`src/rtl/krfp_pkg.sv`:
```
// Package for the keyed record frame parser.
// Holds the configuration widths, register indexes, character codes, event codes
// and the classified byte word. It has no dependencies.
package krfp_pkg;

    // Fixed widths of the configuration registers and table slots.
    localparam int RC_W      = 4;
    localparam int KEY_W     = 64;
    localparam int HDR_W     = 40;
    localparam int MARK_W    = 8;
    localparam int CFG_DW    = 64;
    localparam int CFG_IW    = 2;
    localparam int KEY_SLOTS = 8;
    localparam int HDR_SLOTS = 5;
    localparam int REC_W     = 3;
    localparam int FLD_W     = 3;
    localparam int KIND_W    = 3;
    localparam int OUT_VW    = 32;

    // Configuration register indexes.
    localparam logic [CFG_IW-1:0] CFG_RECORD_COUNT = 2'd0;
    localparam logic [CFG_IW-1:0] CFG_KEY_TABLE    = 2'd1;
    localparam logic [CFG_IW-1:0] CFG_HEADER_TABLE = 2'd2;
    localparam logic [CFG_IW-1:0] CFG_END_MARKER   = 2'd3;

    // Characters with a special meaning in the stream.
    localparam logic [7:0] CH_T     = 8'h54;
    localparam logic [7:0] CH_Y     = 8'h59;
    localparam logic [7:0] CH_Z     = 8'h5A;
    localparam logic [7:0] CH_N     = 8'h4E;
    localparam logic [7:0] CH_PLUS  = 8'h2B;
    localparam logic [7:0] CH_MINUS = 8'h2D;
    localparam logic [7:0] CH_ZERO  = 8'h30;

    // Event codes reported on the result channel.
    localparam logic [KIND_W-1:0] EV_FIELD   = 3'd0;
    localparam logic [KIND_W-1:0] EV_OK      = 3'd1;
    localparam logic [KIND_W-1:0] EV_NO_T    = 3'd2;
    localparam logic [KIND_W-1:0] EV_ABORT   = 3'd3;
    localparam logic [KIND_W-1:0] EV_REBOOT  = 3'd4;
    localparam logic [KIND_W-1:0] EV_ECHO    = 3'd5;
    localparam logic [KIND_W-1:0] EV_START   = 3'd6;

    // One received byte together with its state-independent classification.
    typedef struct packed {
        logic [7:0]           rx_byte;
        logic [KEY_SLOTS-1:0] key_hit;
        logic [HDR_SLOTS-1:0] hdr_hit;
        logic [HDR_SLOTS-1:0] hdr_end;
        logic                 is_t;
        logic                 is_y;
        logic                 is_z;
        logic                 is_n;
        logic                 is_plus;
        logic                 is_minus;
    } cls_t;

endpackage

```
`src/rtl/krfp_if.sv`:
```
// Channel interfaces of the keyed record frame parser.
// Depends on krfp_pkg for the payload widths.
interface krfp_rx_if;
    logic       valid;
    logic       ready;
    logic [7:0] rx_byte;
    modport source (output valid, output rx_byte, input ready);
    modport sink (input valid, input rx_byte, output ready);
endinterface

interface krfp_evt_if;
    logic                             valid;
    logic                             ready;
    logic [krfp_pkg::KIND_W-1:0]      event_kind;
    logic [krfp_pkg::REC_W-1:0]       record_index;
    logic [krfp_pkg::FLD_W-1:0]       field_index;
    logic signed [krfp_pkg::OUT_VW-1:0] field_value;
    modport source (output valid, output event_kind, output record_index,
                    output field_index, output field_value, input ready);
    modport sink (input valid, input event_kind, input record_index,
                  input field_index, input field_value, output ready);
endinterface

interface krfp_cfg_if;
    logic                          valid;
    logic                          ready;
    logic [krfp_pkg::CFG_IW-1:0]   index;
    logic [krfp_pkg::CFG_DW-1:0]   data;
    modport source (output valid, output index, output data, input ready);
    modport sink (input valid, input index, input data, output ready);
endinterface

```
`src/rtl/keyed_record_frame_parser_top.sv`:
```
// Top level of the keyed record frame parser.
// Depends on krfp_pkg, krfp_if.sv, krfp_front, krfp_fifo and krfp_back.
//
//   channel  direction  contents
//   rx       in         rx_byte, one character per word
//   evt      out        event_kind, record_index, field_index, field_value
//   cfg      in         index (0..3) and data for one configuration register
//
// One byte per clock is taken while rx.ready is high, and at most one event
// word leaves per clock. A byte passes the classifier register, a two-entry
// queue and the parser register before its event appears. The parser step
// (key priority pick, header search, multiply-by-ten add) handles one queued
// byte each cycle while results are taken; result back-pressure fills the
// queue and then the classifier before rx.ready drops. Reset clears the
// control state at once, not the byte data; there is no clearing pass.
module keyed_record_frame_parser_top
#(
    parameter int MAX_RECORDS = 8,
    parameter int FIELDS      = 5,
    parameter int VALUE_BITS  = 32
)
(
    input  logic        clk,
    input  logic        rst_n,
    krfp_rx_if.sink     rx,
    krfp_evt_if.source  evt,
    krfp_cfg_if.sink    cfg
);

    logic                      front_valid;
    logic                      front_ready;
    krfp_pkg::cls_t            front_word;
    logic                      queue_valid;
    logic                      queue_ready;
    krfp_pkg::cls_t            queue_word;
    logic [krfp_pkg::RC_W-1:0] record_count;

    // Classifier and configuration registers.
    krfp_front u_front
    (
        .clk          (clk),
        .rst_n        (rst_n),
        .rx           (rx),
        .cfg          (cfg),
        .cls_valid    (front_valid),
        .cls_ready    (front_ready),
        .cls_word     (front_word),
        .record_count (record_count)
    );

    // Queue between the classifier and the parser.
    krfp_fifo u_fifo
    (
        .clk        (clk),
        .rst_n      (rst_n),
        .push_valid (front_valid),
        .push_ready (front_ready),
        .push_word  (front_word),
        .pop_valid  (queue_valid),
        .pop_ready  (queue_ready),
        .pop_word   (queue_word)
    );

    // Frame parser and event register.
    krfp_back
    #(
        .MAX_RECORDS (MAX_RECORDS),
        .FIELDS      (FIELDS),
        .VALUE_BITS  (VALUE_BITS)
    )
    u_back
    (
        .clk          (clk),
        .rst_n        (rst_n),
        .cls_valid    (queue_valid),
        .cls_ready    (queue_ready),
        .cls_word     (queue_word),
        .record_count (record_count),
        .evt          (evt)
    );

endmodule

```
`src/rtl/krfp_front.sv`:
```
// Front end: configuration registers and the byte classifier stage.
// Depends on krfp_pkg and the channel interfaces in krfp_if.sv.
module krfp_front
(
    input  logic                       clk,
    input  logic                       rst_n,
    krfp_rx_if.sink                    rx,
    krfp_cfg_if.sink                   cfg,
    output logic                       cls_valid,
    input  logic                       cls_ready,
    output krfp_pkg::cls_t             cls_word,
    output logic [krfp_pkg::RC_W-1:0]  record_count
);

    logic [krfp_pkg::RC_W-1:0]   record_count_reg;
    logic [krfp_pkg::KEY_W-1:0]  key_table_reg;
    logic [krfp_pkg::HDR_W-1:0]  header_table_reg;
    logic [krfp_pkg::MARK_W-1:0] end_marker_reg;
    logic                        cls_valid_reg;
    krfp_pkg::cls_t              cls_reg;
    krfp_pkg::cls_t              cls_next;

    // Configuration writes are always taken.
    assign cfg.ready = 1'b1;

    always_ff @(posedge clk or negedge rst_n)
    begin
        if (!rst_n)
        begin
            record_count_reg <= '0;
            key_table_reg    <= '0;
            header_table_reg <= '0;
            end_marker_reg   <= '0;
        end
        else if (cfg.valid)
        begin
            unique case (cfg.index)
                krfp_pkg::CFG_RECORD_COUNT: record_count_reg <= cfg.data[krfp_pkg::RC_W-1:0];
                krfp_pkg::CFG_KEY_TABLE:    key_table_reg    <= cfg.data[krfp_pkg::KEY_W-1:0];
                krfp_pkg::CFG_HEADER_TABLE: header_table_reg <= cfg.data[krfp_pkg::HDR_W-1:0];
                krfp_pkg::CFG_END_MARKER:   end_marker_reg   <= cfg.data[krfp_pkg::MARK_W-1:0];
                default:                    end_marker_reg   <= end_marker_reg;
            endcase
        end
    end

    // Compare the byte against every key and header slot in parallel.
    always_comb
    begin
        cls_next.rx_byte = rx.rx_byte;
        for (int i = 0; i < krfp_pkg::KEY_SLOTS; i++)
        begin
            cls_next.key_hit[i] = (key_table_reg[i*8 +: 8] == rx.rx_byte);
        end
        for (int j = 0; j < krfp_pkg::HDR_SLOTS; j++)
        begin
            cls_next.hdr_hit[j] = (header_table_reg[j*8 +: 8] == rx.rx_byte);
            cls_next.hdr_end[j] = (header_table_reg[j*8 +: 8] == end_marker_reg);
        end
        cls_next.is_t     = (rx.rx_byte == krfp_pkg::CH_T);
        cls_next.is_y     = (rx.rx_byte == krfp_pkg::CH_Y);
        cls_next.is_z     = (rx.rx_byte == krfp_pkg::CH_Z);
        cls_next.is_n     = (rx.rx_byte == krfp_pkg::CH_N);
        cls_next.is_plus  = (rx.rx_byte == krfp_pkg::CH_PLUS);
        cls_next.is_minus = (rx.rx_byte == krfp_pkg::CH_MINUS);
    end

    // Classified word register; refills whenever it empties or moves on.
    assign rx.ready = !cls_valid_reg || cls_ready;

    always_ff @(posedge clk or negedge rst_n)
    begin
        if (!rst_n)
        begin
            cls_valid_reg <= 1'b0;
        end
        else if (rx.ready)
        begin
            cls_valid_reg <= rx.valid;
        end
    end

    always_ff @(posedge clk)
    begin
        if (rx.valid && rx.ready)
        begin
            cls_reg <= cls_next;
        end
    end

    assign cls_valid    = cls_valid_reg;
    assign cls_word     = cls_reg;
    assign record_count = record_count_reg;

endmodule

```
`src/rtl/krfp_fifo.sv`:
```
// Two-entry queue of classified words between front end and parser.
// Depends on krfp_pkg for the word type.
module krfp_fifo
(
    input  logic           clk,
    input  logic           rst_n,
    input  logic           push_valid,
    output logic           push_ready,
    input  krfp_pkg::cls_t push_word,
    output logic           pop_valid,
    input  logic           pop_ready,
    output krfp_pkg::cls_t pop_word
);

    krfp_pkg::cls_t slot_reg [2];
    logic           wr_ptr_reg;
    logic           rd_ptr_reg;
    logic [1:0]     count_reg;
    logic [1:0]     count_next;
    logic           push;
    logic           pop;

    assign push_ready = (count_reg != 2'd2);
    assign pop_valid  = (count_reg != 2'd0);
    assign push       = push_valid && push_ready;
    assign pop        = pop_valid && pop_ready;
    assign pop_word   = slot_reg[rd_ptr_reg];

    // Occupancy follows pushes and pops, both allowed in one cycle.
    always_comb
    begin
        count_next = count_reg;
        if (push && !pop)
        begin
            count_next = count_reg + 2'd1;
        end
        else if (pop && !push)
        begin
            count_next = count_reg - 2'd1;
        end
    end

    always_ff @(posedge clk or negedge rst_n)
    begin
        if (!rst_n)
        begin
            wr_ptr_reg <= 1'b0;
            rd_ptr_reg <= 1'b0;
            count_reg  <= 2'd0;
        end
        else
        begin
            count_reg <= count_next;
            if (push)
            begin
                wr_ptr_reg <= !wr_ptr_reg;
            end
            if (pop)
            begin
                rd_ptr_reg <= !rd_ptr_reg;
            end
        end
    end

    always_ff @(posedge clk)
    begin
        if (push)
        begin
            slot_reg[wr_ptr_reg] <= push_word;
        end
    end

endmodule

```
`src/rtl/krfp_back.sv`:
```
// Back end: frame state machine, value accumulator and event register.
// Depends on krfp_pkg and the result interface in krfp_if.sv.
module krfp_back
#(
    parameter int MAX_RECORDS = 8,
    parameter int FIELDS      = 5,
    parameter int VALUE_BITS  = 32
)
(
    input  logic                      clk,
    input  logic                      rst_n,
    input  logic                      cls_valid,
    output logic                      cls_ready,
    input  krfp_pkg::cls_t            cls_word,
    input  logic [krfp_pkg::RC_W-1:0] record_count,
    krfp_evt_if.source                evt
);

    typedef enum logic [2:0] {
        PH_WAIT,
        PH_FIRST,
        PH_HEADER,
        PH_VALUE,
        PH_REKEY
    } phase_t;

    phase_t                              phase_reg, phase_next;
    logic [krfp_pkg::REC_W-1:0]          rec_reg, rec_next;
    logic [krfp_pkg::FLD_W-1:0]          fld_reg, fld_next;
    logic [VALUE_BITS-1:0]               acc_reg, acc_next;
    logic [7:0]                          key_reg, key_next;
    logic                                evt_valid_reg, evt_valid_next;
    logic [krfp_pkg::KIND_W-1:0]         kind_reg, kind_next;
    logic [krfp_pkg::REC_W-1:0]          out_rec_reg, out_rec_next;
    logic [krfp_pkg::FLD_W-1:0]          out_fld_reg, out_fld_next;
    logic signed [krfp_pkg::OUT_VW-1:0]  out_val_reg, out_val_next;

    logic                                take;
    logic [krfp_pkg::RC_W-1:0]           lim;
    logic [MAX_RECORDS-1:0]              key_cand;
    logic                                key_found;
    logic [krfp_pkg::REC_W-1:0]          key_idx;
    logic                                hdr_found;
    logic                                hdr_stop;
    logic [krfp_pkg::FLD_W-1:0]          hdr_idx;
    logic                                hdr_cur_end;
    logic                                hdr_done;
    logic [VALUE_BITS-1:0]               acc_step;
    logic [VALUE_BITS-1:0]               acc_final;

    assign cls_ready = !evt_valid_reg || evt.ready;
    assign take      = cls_valid && cls_ready;

    // Records in use, saturated at the record capacity.
    assign lim = (record_count > krfp_pkg::RC_W'(MAX_RECORDS)) ?
                 krfp_pkg::RC_W'(MAX_RECORDS) : record_count;

    // Lowest matching key in use; past the current record unless in PH_FIRST.
    always_comb
    begin
        key_found = 1'b0;
        key_idx   = '0;
        for (int i = 0; i < MAX_RECORDS; i++)
        begin
            key_cand[i] = cls_word.key_hit[i] && (krfp_pkg::RC_W'(i) < lim) &&
                          ((phase_reg == PH_FIRST) || (krfp_pkg::REC_W'(i) > rec_reg));
        end
        for (int i = MAX_RECORDS - 1; i >= 0; i--)
        begin
            if (key_cand[i])
            begin
                key_found = 1'b1;
                key_idx   = krfp_pkg::REC_W'(i);
            end
        end
    end

    // Header search from the current field up to the end marker.
    always_comb
    begin
        hdr_found   = 1'b0;
        hdr_stop    = 1'b0;
        hdr_idx     = '0;
        hdr_cur_end = 1'b0;
        for (int j = 0; j < FIELDS; j++)
        begin
            if ((krfp_pkg::FLD_W'(j) >= fld_reg) && !hdr_stop && !hdr_found)
            begin
                if (cls_word.hdr_end[j])
                begin
                    hdr_stop = 1'b1;
                end
                else if (cls_word.hdr_hit[j])
                begin
                    hdr_found = 1'b1;
                    hdr_idx   = krfp_pkg::FLD_W'(j);
                end
            end
        end
        // The header slot of the current field, if it is one of the slots.
        for (int j = 0; j < krfp_pkg::HDR_SLOTS; j++)
        begin
            if (fld_reg == krfp_pkg::FLD_W'(j))
            begin
                hdr_cur_end = cls_word.hdr_end[j];
            end
        end
        hdr_done = (fld_reg >= krfp_pkg::FLD_W'(FIELDS)) || hdr_cur_end;
    end

    // Ten times the value plus the byte less the zero character, wrapping.
    assign acc_step  = (acc_reg << 3) + (acc_reg << 1) +
                       VALUE_BITS'(cls_word.rx_byte) - VALUE_BITS'(krfp_pkg::CH_ZERO);
    assign acc_final = cls_word.is_minus ? (VALUE_BITS'(0) - acc_reg) : acc_reg;

    // Next state and event for the word at the head of the queue.
    always_comb
    begin
        phase_next     = phase_reg;
        rec_next       = rec_reg;
        fld_next       = fld_reg;
        acc_next       = acc_reg;
        key_next       = key_reg;
        evt_valid_next = evt_valid_reg && !evt.ready;
        kind_next      = kind_reg;
        out_rec_next   = out_rec_reg;
        out_fld_next   = out_fld_reg;
        out_val_next   = out_val_reg;

        if (take)
        begin
            // Default for any event: status only, no record data.
            out_rec_next = '0;
            out_fld_next = '0;
            out_val_next = '0;

            if (cls_word.is_z)
            begin
                phase_next     = PH_WAIT;
                rec_next       = '0;
                fld_next       = '0;
                acc_next       = '0;
                key_next       = '0;
                evt_valid_next = 1'b1;
                kind_next      = krfp_pkg::EV_REBOOT;
            end
            else if (cls_word.is_n)
            begin
                evt_valid_next = 1'b1;
                kind_next      = krfp_pkg::EV_ECHO;
            end
            else
            begin
                unique case (phase_reg)
                    PH_WAIT:
                    begin
                        phase_next     = PH_FIRST;
                        rec_next       = '0;
                        fld_next       = '0;
                        acc_next       = '0;
                        key_next       = '0;
                        evt_valid_next = 1'b1;
                        kind_next      = krfp_pkg::EV_START;
                    end
                    PH_VALUE:
                    begin
                        if (cls_word.is_y)
                        begin
                            phase_next     = PH_WAIT;
                            rec_next       = '0;
                            fld_next       = '0;
                            acc_next       = '0;
                            key_next       = '0;
                            evt_valid_next = 1'b1;
                            kind_next      = krfp_pkg::EV_ABORT;
                        end
                        else if (cls_word.is_plus || cls_word.is_minus)
                        begin
                            evt_valid_next = 1'b1;
                            kind_next      = krfp_pkg::EV_FIELD;
                            out_rec_next   = rec_reg;
                            out_fld_next   = fld_reg;
                            out_val_next   = krfp_pkg::OUT_VW'($signed(acc_final));
                            fld_next       = fld_reg + 1'b1;
                            acc_next       = '0;
                            phase_next     = PH_REKEY;
                        end
                        else
                        begin
                            acc_next = acc_step;
                        end
                    end
                    PH_FIRST, PH_HEADER, PH_REKEY:
                    begin
                        if (phase_reg == PH_REKEY && cls_word.rx_byte == key_reg)
                        begin
                            phase_next = PH_HEADER;
                        end
                        else if (cls_word.is_y &&
                                 (phase_reg == PH_FIRST ||
                                  (phase_reg == PH_HEADER && !hdr_done)))
                        begin
                            phase_next     = PH_WAIT;
                            rec_next       = '0;
                            fld_next       = '0;
                            acc_next       = '0;
                            key_next       = '0;
                            evt_valid_next = 1'b1;
                            kind_next      = krfp_pkg::EV_ABORT;
                        end
                        else if (phase_reg == PH_HEADER && !hdr_done && hdr_found)
                        begin
                            phase_next = PH_VALUE;
                            fld_next   = hdr_idx;
                            acc_next   = '0;
                        end
                        else if (key_found)
                        begin
                            phase_next = PH_HEADER;
                            rec_next   = key_idx;
                            fld_next   = '0;
                            key_next   = cls_word.rx_byte;
                        end
                        else
                        begin
                            phase_next     = PH_WAIT;
                            rec_next       = '0;
                            fld_next       = '0;
                            acc_next       = '0;
                            key_next       = '0;
                            evt_valid_next = 1'b1;
                            kind_next      = cls_word.is_t ? krfp_pkg::EV_OK :
                                                             krfp_pkg::EV_NO_T;
                        end
                    end
                    default:
                    begin
                        phase_next = PH_WAIT;
                        rec_next   = '0;
                        fld_next   = '0;
                        acc_next   = '0;
                        key_next   = '0;
                    end
                endcase
            end
        end
    end

    // State and the registered event.
    always_ff @(posedge clk or negedge rst_n)
    begin
        if (!rst_n)
        begin
            phase_reg     <= PH_WAIT;
            rec_reg       <= '0;
            fld_reg       <= '0;
            acc_reg       <= '0;
            key_reg       <= '0;
            evt_valid_reg <= 1'b0;
            kind_reg      <= '0;
            out_rec_reg   <= '0;
            out_fld_reg   <= '0;
            out_val_reg   <= '0;
        end
        else
        begin
            phase_reg     <= phase_next;
            rec_reg       <= rec_next;
            fld_reg       <= fld_next;
            acc_reg       <= acc_next;
            key_reg       <= key_next;
            evt_valid_reg <= evt_valid_next;
            kind_reg      <= kind_next;
            out_rec_reg   <= out_rec_next;
            out_fld_reg   <= out_fld_next;
            out_val_reg   <= out_val_next;
        end
    end

    assign evt.valid        = evt_valid_reg;
    assign evt.event_kind   = kind_reg;
    assign evt.record_index = out_rec_reg;
    assign evt.field_index  = out_fld_reg;
    assign evt.field_value  = out_val_reg;

endmodule

```
`src/flat_wrapper.sv`:
```
// flat-port wrapper written by rule: the top's interface ports become plain ports
module keyed_record_frame_parser_top_flat 
#(
    parameter int MAX_RECORDS = 8,
    parameter int FIELDS      = 5,
    parameter int VALUE_BITS  = 32
)
  (clk, rst_n, rx_valid, rx_rx_byte, rx_ready, evt_valid, evt_event_kind, evt_record_index, evt_field_index, evt_field_value, evt_ready, cfg_valid, cfg_index, cfg_data, cfg_ready);
  krfp_rx_if rx_i ();
  krfp_evt_if evt_i ();
  krfp_cfg_if cfg_i ();
  input  logic clk;
  input  logic rst_n;
  input wire logic [$bits(rx_i.valid)-1:0] rx_valid;
  input wire logic [$bits(rx_i.rx_byte)-1:0] rx_rx_byte;
  output wire logic [$bits(rx_i.ready)-1:0] rx_ready;
  output wire logic [$bits(evt_i.valid)-1:0] evt_valid;
  output wire logic [$bits(evt_i.event_kind)-1:0] evt_event_kind;
  output wire logic [$bits(evt_i.record_index)-1:0] evt_record_index;
  output wire logic [$bits(evt_i.field_index)-1:0] evt_field_index;
  output wire logic [$bits(evt_i.field_value)-1:0] evt_field_value;
  input wire logic [$bits(evt_i.ready)-1:0] evt_ready;
  input wire logic [$bits(cfg_i.valid)-1:0] cfg_valid;
  input wire logic [$bits(cfg_i.index)-1:0] cfg_index;
  input wire logic [$bits(cfg_i.data)-1:0] cfg_data;
  output wire logic [$bits(cfg_i.ready)-1:0] cfg_ready;
  assign rx_i.valid = rx_valid;
  assign rx_i.rx_byte = rx_rx_byte;
  assign rx_ready = rx_i.ready;
  assign evt_valid = evt_i.valid;
  assign evt_event_kind = evt_i.event_kind;
  assign evt_record_index = evt_i.record_index;
  assign evt_field_index = evt_i.field_index;
  assign evt_field_value = evt_i.field_value;
  assign evt_i.ready = evt_ready;
  assign cfg_i.valid = cfg_valid;
  assign cfg_i.index = cfg_index;
  assign cfg_i.data = cfg_data;
  assign cfg_ready = cfg_i.ready;
  keyed_record_frame_parser_top #(.MAX_RECORDS(MAX_RECORDS), .FIELDS(FIELDS), .VALUE_BITS(VALUE_BITS)) u_core (.clk(clk), .rst_n(rst_n), .rx(rx_i), .evt(evt_i), .cfg(cfg_i));
endmodule
```
`config.mk`:
```
export PLATFORM = sky130hd
export DESIGN_NAME = keyed_record_frame_parser_top_flat
export DESIGN_NICKNAME = d
export VERILOG_FILES = /design/src/rtl/krfp_pkg.sv /design/src/rtl/krfp_if.sv /design/src/rtl/keyed_record_frame_parser_top.sv /design/src/rtl/krfp_front.sv /design/src/rtl/krfp_fifo.sv /design/src/rtl/krfp_back.sv /design/src/flat_wrapper.sv
export SDC_FILE = /design/constraint.sdc
export NUM_CORES = 1
export LEC_CHECK = 0
export ABC_AREA = 0
export BUFFER_PORTS_ARGS = -buffer_cell sky130_fd_sc_hd__buf_2
export CORE_AREA = 2 2 173 175
export CTS_BUF_LIST = sky130_fd_sc_hd__clkbuf_8
export DETAILED_ROUTE_END_ITERATION = 8
export DIE_AREA = 0 0 175 177
export PLACE_DENSITY = 0.75
export REMOVE_ABC_BUFFERS = 1
export SLEW_MARGIN = 20
export SYNTH_ARGS = -nofsm -noshare
export SYNTH_HDL_FRONTEND = slang
export SYNTH_SLANG_ARGS = --single-unit
```
`constraint.sdc`:
```
create_clock -name clk -period 12.3 [get_ports clk]
set_clock_uncertainty 0.1 [all_clocks]
set_input_delay 1.23 -clock clk [delete_from_list [all_inputs] [get_ports clk]]
set_output_delay 1.23 -clock clk [all_outputs]
set_load 0.05 [all_outputs]
```
# Word level (Yosys, flattened, before mapping)
# Memories as Yosys holds them, arrays and structs flattened.
# Index checks and enable logic that the tools add are counted.
# classes
addsub	7
magnitude_cmp	23
eq_ne	47
mux	139
n_reduce_logical	79
# ops
cell	n
$mux W32	14
$mux W3	53
$eq A8 B8 Y1	19
$pmux W32 S2	1
$mux W8	7
$mux W1	50
$logic_and A1 B1 Y1	34
$add A32 B32 Y32	1
$add A32 B8 Y32	1
$eq A8 B7 Y1 const B	4
$sub A1 B32 Y32 const A	1
$sub A32 B6 Y32 const B	1
$pmux W3 S3	2
$eq A8 B6 Y1 const B	2
$logic_not A1 Y1	16
$lt A3 B4 Y1 const A	4
$pmux W8 S2	1
$ne A5 B3 Y1 const B	3
$mux W2	7
$logic_or A1 B1 Y1	13
$eq A3 B2 Y1 const B	4
$gt A3 B3 Y1 const A	4
$pmux W3 S2	2
$lt A1 B4 Y1 const A	2
33 further kinds	49
# word_totals
reg_bits	244
ramBits	64
input_bits	79
out_inout_bits	44
elab_cells	324
mem_count	1
# memory_table
name	words	width	rd	rd_clocked_by_memory_dff	write_ports	line_no	source
u_core.u_fifo.slot_reg	2	32	1	0	1	krfp_fifo.sv:15	krfp_pkg::cls_t slot_reg [2];

# Depth between registers and ports, before layout
# Gate-level depths: netlist of the first run.
# An unclocked memory read counts as a cell.
# logic_depth
depth_word	27
mapped_depth	16
mapped_depth_nobuf	14

# By module
# From an unflattened synthesis of the first run, not the netlist that was laid out.
# hier_totals
hier_cells	1535
hier_area_um2	17295.3
# by_module_without_submodules
module	instances	cells_each	area_per_inst_um2	seq_area_each_um2
krfp_back	1	898	7538.5	2277.2
krfp_front	1	519	7098.1	3888.7
krfp_fifo	1	118	2658.8	2021.9

# Worst setup path before layout of the first run
# Ideal clock, no wire load.
# synth_timing
path_type	reg-to-reg
startpoint	register u_core.u_fifo.rd_ptr_reg
endpoint	register u_core.u_back.acc_reg[29]
setup_ps	88
arrival_time_ps	3883
required_time_ps	12112
path_slack_ps	8228
stages_incl_launch_ff	16
n_path_buf	2
period_less_slack_ps	4072
cell_sequence	dfrtp_1 -> buf_6 -> buf_2 -> mux2_2 -> fa_1 -> fa_1 -> inv_1 -> fa_1 -> nor2b_1 -> o2111ai_1 -> a31oi_1 -> o211ai_1 -> a21oi_1 -> a221oi_1 -> or4_1 -> a41oi_1
# synth_via
elab_chain_cells	26
elab_cells_between_ends	92
cone_classes	add/sub: 2; eq/ne: 4; mux: 44; reduce/logical: 41; memory: 1
# synth_rtl
element	line_no	source
from (decl)	krfp_fifo.sv:17	logic rd_ptr_reg;
from (signal assigned)	krfp_fifo.sv:60	rd_ptr_reg <= !rd_ptr_reg;
$mem_v2 Z2 W32 (*)	n/a	
branches (longest 25 deep; another with $add A32 B8 Y32)	n/a	
to (signal assigned)	krfp_back.sv:270	acc_reg <= acc_next;
to (decl)	krfp_back.sv:30	logic [VALUE_BITS-1:0] acc_reg, acc_next;
# Mark *: on every way between the ends. The select of a mux whose other input is x is not followed.
# A chain may end at the register's enable or synchronous reset.

# Final worst setup path of the first run
# layout_timing
startpoint	register u_core.u_fifo.rd_ptr_reg
endpoint	register u_core.u_back.acc_reg[24]
# The elaborated chain is that of the path after synthesis.

==> results of run 1 <==
-- metrics by stage --
step	setup slack, ns	std cells	hold slack (ns)
after floorplan	7.550	1475	0.3215
after global placement	7.715	1999	0.3229
after detailed placement	7.609	1999	0.3342
after CTS	7.581	2097	0.3378
after global routing	7.164	2098	0.3533
final	7.505	2100	0.3271
-- worst max-delay path, cell delays in order, from the launching register on --
cell	delay (ns)
dfrtp_2	0.50
buf_4	0.49
mux2_2	0.44
fa_1	0.44
fa_1	0.47
ha_1	0.35
o21ai_0	0.12
o21ai_0	0.31
nand4bb_1	0.34
a311o_1	0.43
a21boi_0	0.26
mux2i_1	0.24
a211o_1	0.14
o21ai_1	0.05
-- worst paths after layout --
path | from | end | slack [ns] | cells past startpoint
max | u_core.u_fifo.rd_ptr_reg | u_core.u_back.acc_reg[24] | 7.51 | 13
min | u_core.u_front.cls_word[23] | u_core.u_fifo.slot_reg[1][23] | 0.33 | 0
max reg2reg | u_core.u_fifo.rd_ptr_reg | u_core.u_back.acc_reg[24] | 7.51 | 13
min reg2reg | u_core.u_front.cls_word[23] | u_core.u_fifo.slot_reg[1][23] | 0.33 | 0
max in group asynchronous | rst_n | u_core.u_front.key_table_reg[56] | 9.44 | 3
min in group asynchronous | rst_n | u_core.u_fifo.count_reg[0] | 0.58 | 1
-- final cells by class --
class / instances / area [um2] / share of cell area
inverter: 104 / 390.4 / 0.02041
clock inverter: 37 / 224.0 / 0.01171
sequential: 308 / 8189 / 0.4282
timing repair buffer: 134 / 711.9 / 0.03723
antenna: 3 / 7.507 / 0.0003926
clock buffer: 61 / 839.6 / 0.04390
multi-input combinational: 1063 / 8273 / 0.4326
tap: 390 / 488.0 / 0.02552
-- synthesized netlist by cell type (all sizes together) (19+ instances only) --
library cell,instances
ha,88
o21ai,83
clkbuf,53
nand4,41
buf,20
nor3,21
nor2,73
mux2,129
dfrtp,212
nand2,90
xor2,19
mux2i,21
xnor2,192
a21oi,40
inv,103
edfxtp,96
-- per-layer routing --
layer,vias up,wire [um],GRT usage
met5,-,13,0
met4,2,758,0.06701
met3,56,2292,0.04167
met2,339,17640,0.4096
met1,5894,17540,0.3548
li1,5730,-,-
-- kinds of logic after synthesis --
kind of cell | after synthesis
XOR/XNOR | 211
AND/OR/NAND/NOR | 346
other | 1
adder cells (fa/ha/maj) | 94
AO/OA/AOI/OAI | 261
buffers and inverters | 177
multiplexers | 150
flip-flops | 308
-- power by group --
group	switching, mW	internal [mW]	total (mW)
clock	0.424	0.496	0.920
combinational	0.902	0.671	1.57
sequential	0.157	1.28	1.44
-- layout by cell type, fill, tap and decap left out, drive strengths merged, types with 73 or more instances in the layout --
cell type and n:
dfrtp 212, xnor2 192, buf 133, mux2 129, inv 127, edfxtp 96
nand2 90, ha 88, o21ai 83, nor2 73
==> metrics.cfg, run 1 <==
[floorplanning]
fp.coreArea_um2=29240
die-area_um2=30980
start_util=0.5865
io_pins=123
num_rows=63
die_w_um=175
die_y_um=177

[clock_network]
post_cts_buffers=0
tritoncts=done
clkTransAtPathRegs_ns=0.06
clkLatencyLatePin_ns=0.61
clockBufferDepth=3
numCtsBuffers=52
postCtsHoldBufs=0
cts_sinks=308
postCtsResizedCells=0
root_buffer=clkbuf_8
cts_htree_levels=2

[routing]
drt-initial-drc-count=966
wl_per_cell_um=18.21
drtPass1Iterations=5
route.detailed.drc=0
drt_wl_total_mm=38.24
postRouteAntennaNets=0
viasPerCell=5.724
num_vias=12021

[timing]
fin_setup_tns_ns=0
fin_crit_ns=4.795
slew_headroom=0.4231
final_max_slew_viol_count=0
setup_violations=0
hold_violations=0
tightest_slew_ns=0.8653
rsz0062_at_grt=no
fmax_ghz=0.2086
finalCritPeriodShare=0.3898

[final_layout]
nFillCells=2234
post-route-cell-area_um2=19120
drive_gt1_frac=0.2045
syn_to_final_growth_pct=11.49
fin_nets=1836
final_util=0.6539

[place]
place_congestion=0.8600
place_area_um2=18050
place_hpwl_mm=26.42
numPortBuffers=121

[critical_path]
start_kind=flip-flop
crit_required_ns=12.68
critPathKind=flip-flop to flip-flop
cp_max_fo=36
cp-end-kind=flip-flop
arrival_ns=5.17

[global_route]
grt_first_pass_wirelength_mm=62.56
grt_max_degree=86
antenna_found_initial=4
grt_overflow_total=0
grt_usage=0.2523
grt_pass1_vias=12122

[power_and_ir_drop]
total_power_mw=3.929
max-vdd-ir-drop_v=0.0001191
leakagePower_nw=8.239
power.density_nw_per_um2=205.5

[synth]
yosys_warnings=0
ys_async_sr_fraction=0.6883
yosysSeqAreaShare=0.4774
synthCells=1548
synth_area_um2=17150
yosys.area.top_type_share=0.3093
ys.flop_type=dfrtp_1
synth_cell_types=79
ys_ff_latch=308
synth_compound_area_frac=0.1027
synthXorXnorAreaFrac=0.1077
synth-simple-area-share=0.1031
synthTopCellsByArea=dfrtp_1 31%, edfxtp_1 17%, xnor2_1 9.8%
synth.mux.area_fraction=0.09694
synth-edff-count=96
yosys.area.top_type=dfrtp_1
synth_fa_ha_area_frac=0.07119
synth_top_family_by_area=XOR/XNOR gates
avgSynthCellArea_um2=11.08

[worst_hold_path]
hold_path.class=flip-flop to flip-flop

[job]
max_cap_violations=0

[run_status]
status=completed

No activity file was read; power rests on OpenSTA's default activity.
==> inputs of run 2 (changes only) <==
--- a/config.mk
+++ b/config.mk
@@ -5,13 +5,13 @@
 export SDC_FILE = /design/constraint.sdc
 export NUM_CORES = 1
 export LEC_CHECK = 0
-export ABC_AREA = 0
+export ABC_AREA = 1
 export BUFFER_PORTS_ARGS = -buffer_cell sky130_fd_sc_hd__buf_2
 export CORE_AREA = 2 2 173 175
 export CTS_BUF_LIST = sky130_fd_sc_hd__clkbuf_8
 export DETAILED_ROUTE_END_ITERATION = 8
 export DIE_AREA = 0 0 175 177
-export PLACE_DENSITY = 0.75
+export PLACE_DENSITY = 0.76
 export REMOVE_ABC_BUFFERS = 1
 export SLEW_MARGIN = 20
 export SYNTH_ARGS = -nofsm -noshare
==> constraint.sdc (replaced) <==
create_clock -name clk -period 4.6 [get_ports clk]
set_clock_uncertainty 0.1 [all_clocks]
set_input_delay 0.46 -clock clk [delete_from_list [all_inputs] [get_ports clk]]
set_output_delay 0.46 -clock clk [all_outputs]
set_load 0.05 [all_outputs]
==> run 2 against run 1 <==
Effect of this change: flip-flop and latch count stayed put; hold slack got worse by 0.30 ns; wire length increased by 5.3%; combinational power rose by 120%; non-clock buffer count is 24 higher; maximum frequency is 15% higher; critical path type unchanged; largest cell class is now flip-flops and latches; first-iteration DRC count up 9.6%; cell count up 19%; critical path depth is 7 higher; power grew 150%.
==> metrics.cfg, run 2 <==
[floorplanning]
start_util=0.5906
fp.coreArea_um2=29240
io_pins=123
die_y_um=177
die_w_um=175
num_rows=63
die-area_um2=30980

[place]
place_congestion=0.9030
place_hpwl_mm=28.35
numPortBuffers=121

[timing]
tightest_slew_ns=1.066
setup_violations=0
finalCritPeriodShare=0.9077
fin_setup_tns_ns=0
fmax_ghz=0.2395
slew_headroom=0.2896
rsz0062_at_grt=no
final_max_slew_viol_count=0
whs_ns=0.02703
fin_crit_ns=4.175
hold_violations=0

[worst_hold_path]
hold_path.class=input pin to flip-flop
hold_start=cfg_data[52]

[synth]
yosys_warnings=0
synthTopCellsByArea=dfrtp_1 31%, edfxtp_1 17%, nand2_1 8.8%
yosys.area.top_type_share=0.3072
yosys.area.top_type=dfrtp_1
avgSynthCellArea_um2=8.939
yosysSeqAreaShare=0.4741
synth_area_um2=17270
synth_most_common_cell=nand2_1
ys_async_sr_fraction=0.6883
synth_cell_types=58
ys.flop_type=dfrtp_1
synthCells=1932
yosys-top-cells-count=406 x nand2_1, 232 x inv_1, 212 x dfrtp_1
synth-edff-count=96
ys_ff_latch=308

[final_layout]
syn_to_final_growth_pct=12.73
layout_common_cells=406 x nand2_1, 246 x inv_1, 211 x dfrtp_1, 195 x o21ai_0, 148 x xnor2_1
fin_nets=2246
drive_gt1_frac=0.1358
final_util=0.6657
final_common_cell=nand2_1
n_antenna_cell=0

[clock_network]
clkTransAtPathRegs_ns=0.07
numCtsBuffers=50
tritoncts=done
cts_htree_levels=2
root_buffer=clkbuf_8
clockBufferDepth=3
clkLatencyLatePin_ns=0.59
cts_sinks=308

[routing]
postRouteAntennaNets=0
drt-initial-drc-count=1059
drtPass1Iterations=6
wl_per_cell_um=16.08
num_vias=13506
viasPerCell=5.396
route.detailed.drc=0
drt_wl_total_mm=40.24

[critical_path]
r2r_start=u_core.u_fifo.rd_ptr_reg
cp-end-kind=flip-flop
arrival_ns=4.55
cp_top_family=adder cells
start_kind=flip-flop
slowest_delay_ns=0.50
critPathKind=flip-flop to flip-flop
slowest_stage=dfrtp_2
crit_path_start=u_core.u_fifo.rd_ptr_reg
cp_max_fo=13
worstPathCellList=o21ai_0, inv_1, fa_1, ha_1, ha_1, inv_1, fa_1, nand3b_1, nand2_1, nand2_1, nand2_1, a21oi_1, inv_1, a21oi_1, nor2_1, nor2_1, o21bai_1, or2_2, nand3_1, nand2_1
crit_required_ns=4.97
crit_buf_inv=3
crit_top_cell=nand2_1

[global_route]
grt_overflow_total=0
antenna_found_initial=0
grt_usage=0.2641
grt_first_pass_wirelength_mm=65.50
grt_max_degree=113
grt_pass1_vias=13355

[job]
max_cap_violations=0

[power_and_ir_drop]
power.density_nw_per_um2=499.2
leakagePower_nw=9.310
total_power_mw=9.719
max-vdd-ir-drop_v=0.0003172

[run_status]
status=completed

-- run 2: changes by cell type in the layout (fill, tap and decap cells not counted), moves of 21 or more --
cell	change
mux2_2	-105
o21ai_0	+119
nor2_1	+28
a21oi_1	+21
dlygate4sd3_1	+24
xnor2_1	-44
nand2_1	+316
nand3_1	+38
inv_1	+122
-- run 2: area by class of cell --
class	count	area, um2
well taps	390	488.0
flip-flops and latches	308	8189
clock buffers	53	729.5
clock inverters	39	335.3
repair buffers	158	953.4
multi-input cells	1315	7870
inverters	240	903.4
fillers	2327	9776
-- run 2: worst paths after layout --
check / endpoint / slack (ns) / depth (start not counted)
worst max-delay path: u_core.u_back.acc_reg[25] / 0.42 / 20
worst min-delay path: u_core.u_front.key_table_reg[52] / 0.03 / 2
worst max register to register: u_core.u_back.acc_reg[25] / 0.42 / 20
max in group asynchronous: u_core.u_front.key_table_reg[34] / 2.95 / 3
worst min register to register: u_core.u_fifo.slot_reg[1][11] / 0.33 / 0
min in group asynchronous: u_core.u_back.evt.field_value[10] / 0.38 / 2
-- run 2: through the flow --
| step | cell area, um2 | cells | setup WS [ns] |
|---|---|---|---|
| after floorplan | 16940 | 1863 | 0.02855 |
| after global placement | 18160 | 2387 | 0.4402 |
| after detailed placement | 18160 | 2387 | 0.3652 |
| after CTS | 19470 | 2503 | 0.3414 |
| after global routing | 19470 | 2503 | 0.09437 |
| final | 19470 | 2503 | 0.4247 |
-- run 2: timing repair --
item | CTS | global route
resized for setup | 0 | 1
hold endpoints to repair | 132 | 0
setup endpoints to repair | 0 | 1
hold buffers | 24 | 0
buffers inserted | 0 | 0
-- run 2: logic make-up (layout without fill, tap and decap cells) --
logic type,count (synthesis),count (layout),share of synthesized area
mux,26,26,0.01681
compound gates,332,332,0.1074
other cells,1,1,0.0002171
simple gates,690,690,0.1720
fa+ha+maj,94,94,0.07071
buf+inv,309,490,0.07151
flops,308,308,0.4741
xor+xnor,172,172,0.08723
-- run 2: power by group --
| part | internal [mW] | switching (mW) | total (mW) |
|---|---|---|---|
| registers | 3.39 | 0.334 | 3.73 |
| clock network | 1.42 | 1.12 | 2.54 |
| logic | 1.20 | 2.26 | 3.45 |
-- run 2: worst register-to-register path, cell delays in order, from the launching register on --
cell	delay, ns
dfrtp_2	0.50
o21ai_0	0.38
inv_1	0.14
fa_1	0.50
ha_1	0.31
ha_1	0.23
inv_1	0.09
fa_1	0.20
nand3b_1	0.14
nand2_1	0.08
nand2_1	0.08
nand2_1	0.06
a21oi_1	0.22
inv_1	0.07
a21oi_1	0.25
nor2_1	0.07
nor2_1	0.15
o21bai_1	0.09
or2_2	0.27
nand3_1	0.09
nand2_1	0.05
-- run 2: metal layers --
metal  wire length (um)  vias to the layer above  track usage
li1                   -                     6653            -
met1              16520                     6383       0.3103
met2              20580                      374       0.4868
met3               1663                       96      0.03608
met4               1476                        0       0.1076
met5                  0                        -            0
==> inputs of run 3 (changes only) <==
--- a/config.mk
+++ b/config.mk
@@ -7,11 +7,11 @@
 export LEC_CHECK = 0
 export ABC_AREA = 1
 export BUFFER_PORTS_ARGS = -buffer_cell sky130_fd_sc_hd__buf_2
-export CORE_AREA = 2 2 173 175
+export CORE_AREA = 2 2 169 171
 export CTS_BUF_LIST = sky130_fd_sc_hd__clkbuf_8
 export DETAILED_ROUTE_END_ITERATION = 8
-export DIE_AREA = 0 0 175 177
-export PLACE_DENSITY = 0.76
+export DIE_AREA = 0 0 171 173
+export PLACE_DENSITY = 0.79
 export REMOVE_ABC_BUFFERS = 1
 export SLEW_MARGIN = 20
 export SYNTH_ARGS = -nofsm -noshare
==> run 3 against run 2 <==
Effect of this change: flip-flop and latch count stayed put; die area down 4.5%; register-to-register slack got worse by 0.04 ns; largest cell class unchanged; largest power group unchanged; first-iteration DRC count shrank 22%; critical endpoint is now u_core.u_back.acc_reg[31]; via count increased by 1.4%; clock-buffer cell count grew 6; global-route usage increased by 1.6 points; combinational power is 1% higher.
==> metrics.cfg, run 3 (synthesized netlist as in run 2, its figures left out) <==
[floorplanning]
fp.coreArea_um2=27630
die_w_um=171
num_rows=61
die_y_um=173
io_pins=123
start_util=0.6251
die-area_um2=29580

[final_layout]
regArea_um2=8189
layout_common_cells=406 x nand2_1, 255 x inv_1, 211 x dfrtp_1, 195 x o21ai_0, 148 x xnor2_1
final_common_cell=nand2_1
syn_to_final_growth_pct=12.28
instances_no_fill=2493
nFillCells=2148
fin_nets=2248
drive_gt1_frac=0.1319
multi_input_area_um2=7870
n_antenna_cell=0

[critical_path]
arrival_ns=4.63
critPathKind=flip-flop to flip-flop
reg2regPathDepth=17
slowest_delay_ns=0.53
cp_max_fo=13
crit_required_ns=5.01
crit_path_start=u_core.u_fifo.rd_ptr_reg
r2r_start=u_core.u_fifo.rd_ptr_reg
start_kind=flip-flop
slowest_stage=fa_1
cp-end-kind=flip-flop
cp_top_family=adder cells
reg2reg_slack_ns=0.38
r2r-end=u_core.u_back.acc_reg[31]
crit_buf_inv=2
crit_top_cell=nand2_1
worstPathCellList=o21ai_0, inv_1, fa_1, fa_1, inv_1, fa_1, nand3b_1, nand2_1, nand2_1, nand2_1, a21oi_1, o21ai_0, nand3_1, nand3_1, or2_2, nand3_1, nand2_1

[timing]
layout_setup_ws_ns=0.3816
hold_violations=0
rsz0062_at_grt=no
slew_headroom=0.2793
tightest_slew_ns=1.081
fin_crit_ns=4.218
setup_violations=0
finalCritPeriodShare=0.9170
fmax_ghz=0.2371
final_max_slew_viol_count=0
fin_setup_tns_ns=0

[global_route]
grt_usage=0.2805
grt_pass1_vias=13767
antenna_found_initial=0
grt_overflow_total=0
grt_first_pass_wirelength_mm=66.71
grt_max_degree=126

[clock_network]
clkTransAtPathRegs_ns=0.06
cts_htree_levels=2
tritoncts=done
numCtsBuffers=50
clkLatencyLatePin_ns=0.61
cts_sinks=308
root_buffer=clkbuf_8
clockBufferDepth=3

[power_and_ir_drop]
total_power_mw=9.508
leakagePower_nw=9.295
max-vdd-ir-drop_v=0.0002624
power.density_nw_per_um2=490.3

[job]
max_cap_violations=0

[worst_hold_path]
hold_start=cfg_data[10]
min_to=u_core.u_front.key_table_reg[10]
hold_depth=3
hold_path.class=input pin to flip-flop

[routing]
wl_per_cell_um=16.34
num_vias=13692
drt-initial-drc-count=831
drtPass1Iterations=5
viasPerCell=5.492
route.detailed.drc=0
postRouteAntennaNets=0
drt_wl_total_mm=40.73

[place]
place_hpwl_mm=28.29
placedCellCount=2374
numPortBuffers=121
dp_slack_ns=0.3737
place_congestion=0.8949

[run_status]
status=completed

## run 3: changes by cell type in the layout (fill, tap and decap cells not counted), moves of 2 or more
cell / before / now
clkbuf_8: 53 / 59
bufinv_16: 6 / 0
inv_1: 246 / 255
clkinv_2: 9 / 2
buf_4: 13 / 11
clkinv_1: 8 / 6
dlygate4sd3_1: 24 / 27
## run 3: how the worst max path moves through the flow
stage | end | slack, ns | cells after the start
floorplan | u_core.u_back.acc_reg[25] | 0.03 | 20
global placement | u_core.u_back.acc_reg[25] | 0.41 | 20
detailed placement | u_core.u_back.acc_reg[25] | 0.37 | 20
CTS | u_core.u_back.acc_reg[25] | 0.30 | 20
global route | u_core.u_back.acc_reg[31] | 0.07 | 18
finish | u_core.u_back.acc_reg[31] | 0.38 | 17
## run 3: tightest hold or removal path: stages
cell,delay [ns]
buf_2,0.10
inv_1,0.05
o21ai_0,0.08
## run 3: what timing repair did
| item | 4_1_cts | 5_1_grt |
|---|---|---|
| setup endpoints to repair | 0 | 2 |
| hold endpoints to repair | 150 | 0 |
| hold buffers | 27 | 0 |
| gates resized for setup | 0 | 1 |
| setup buffers | 0 | 0 |
## run 3: layout make-up
| type | instances | area share |
|---|---|---|
| flip-flops and latches | 308 | 0.4223 |
| multi-input cells | 1315 | 0.4059 |
| inverters | 240 | 0.04659 |
| well taps | 378 | 0.02439 |
| clock buffers | 59 | 0.04188 |
| clock inverters | 33 | 0.008001 |
| repair buffers | 160 | 0.05097 |
## run 3: through the flow
stage                     hold WS, ns    util  area, um2
final                         0.03501  0.7018      19390
after global placement         0.3229  0.6570      18150
after CTS                    0.002862  0.7018      19390
after floorplan               0.06441       -      16940
after global routing          0.03564  0.7018      19390
after detailed placement       0.3296  0.6570      18150
## run 3: per-layer routing
layer | part of all wire | vias up | track usage
li1 | - | 6651 | -
met1 | 0.39 | 6523 | 0.3282
met2 | 0.51 | 403 | 0.5032
met3 | 0.046 | 115 | 0.03914
met4 | 0.048 | 0 | 0.1342
met5 | 0 | - | 0
## run 3: report_power, final
group | internal, mW | leakage, nW | total [mW] | switching (mW)
Combinational | 1.21 | 5.05 | 3.50 | 2.29
Sequential | 3.40 | 3.67 | 3.73 | 0.336
Clock | 1.17 | 0.577 | 2.28 | 1.10
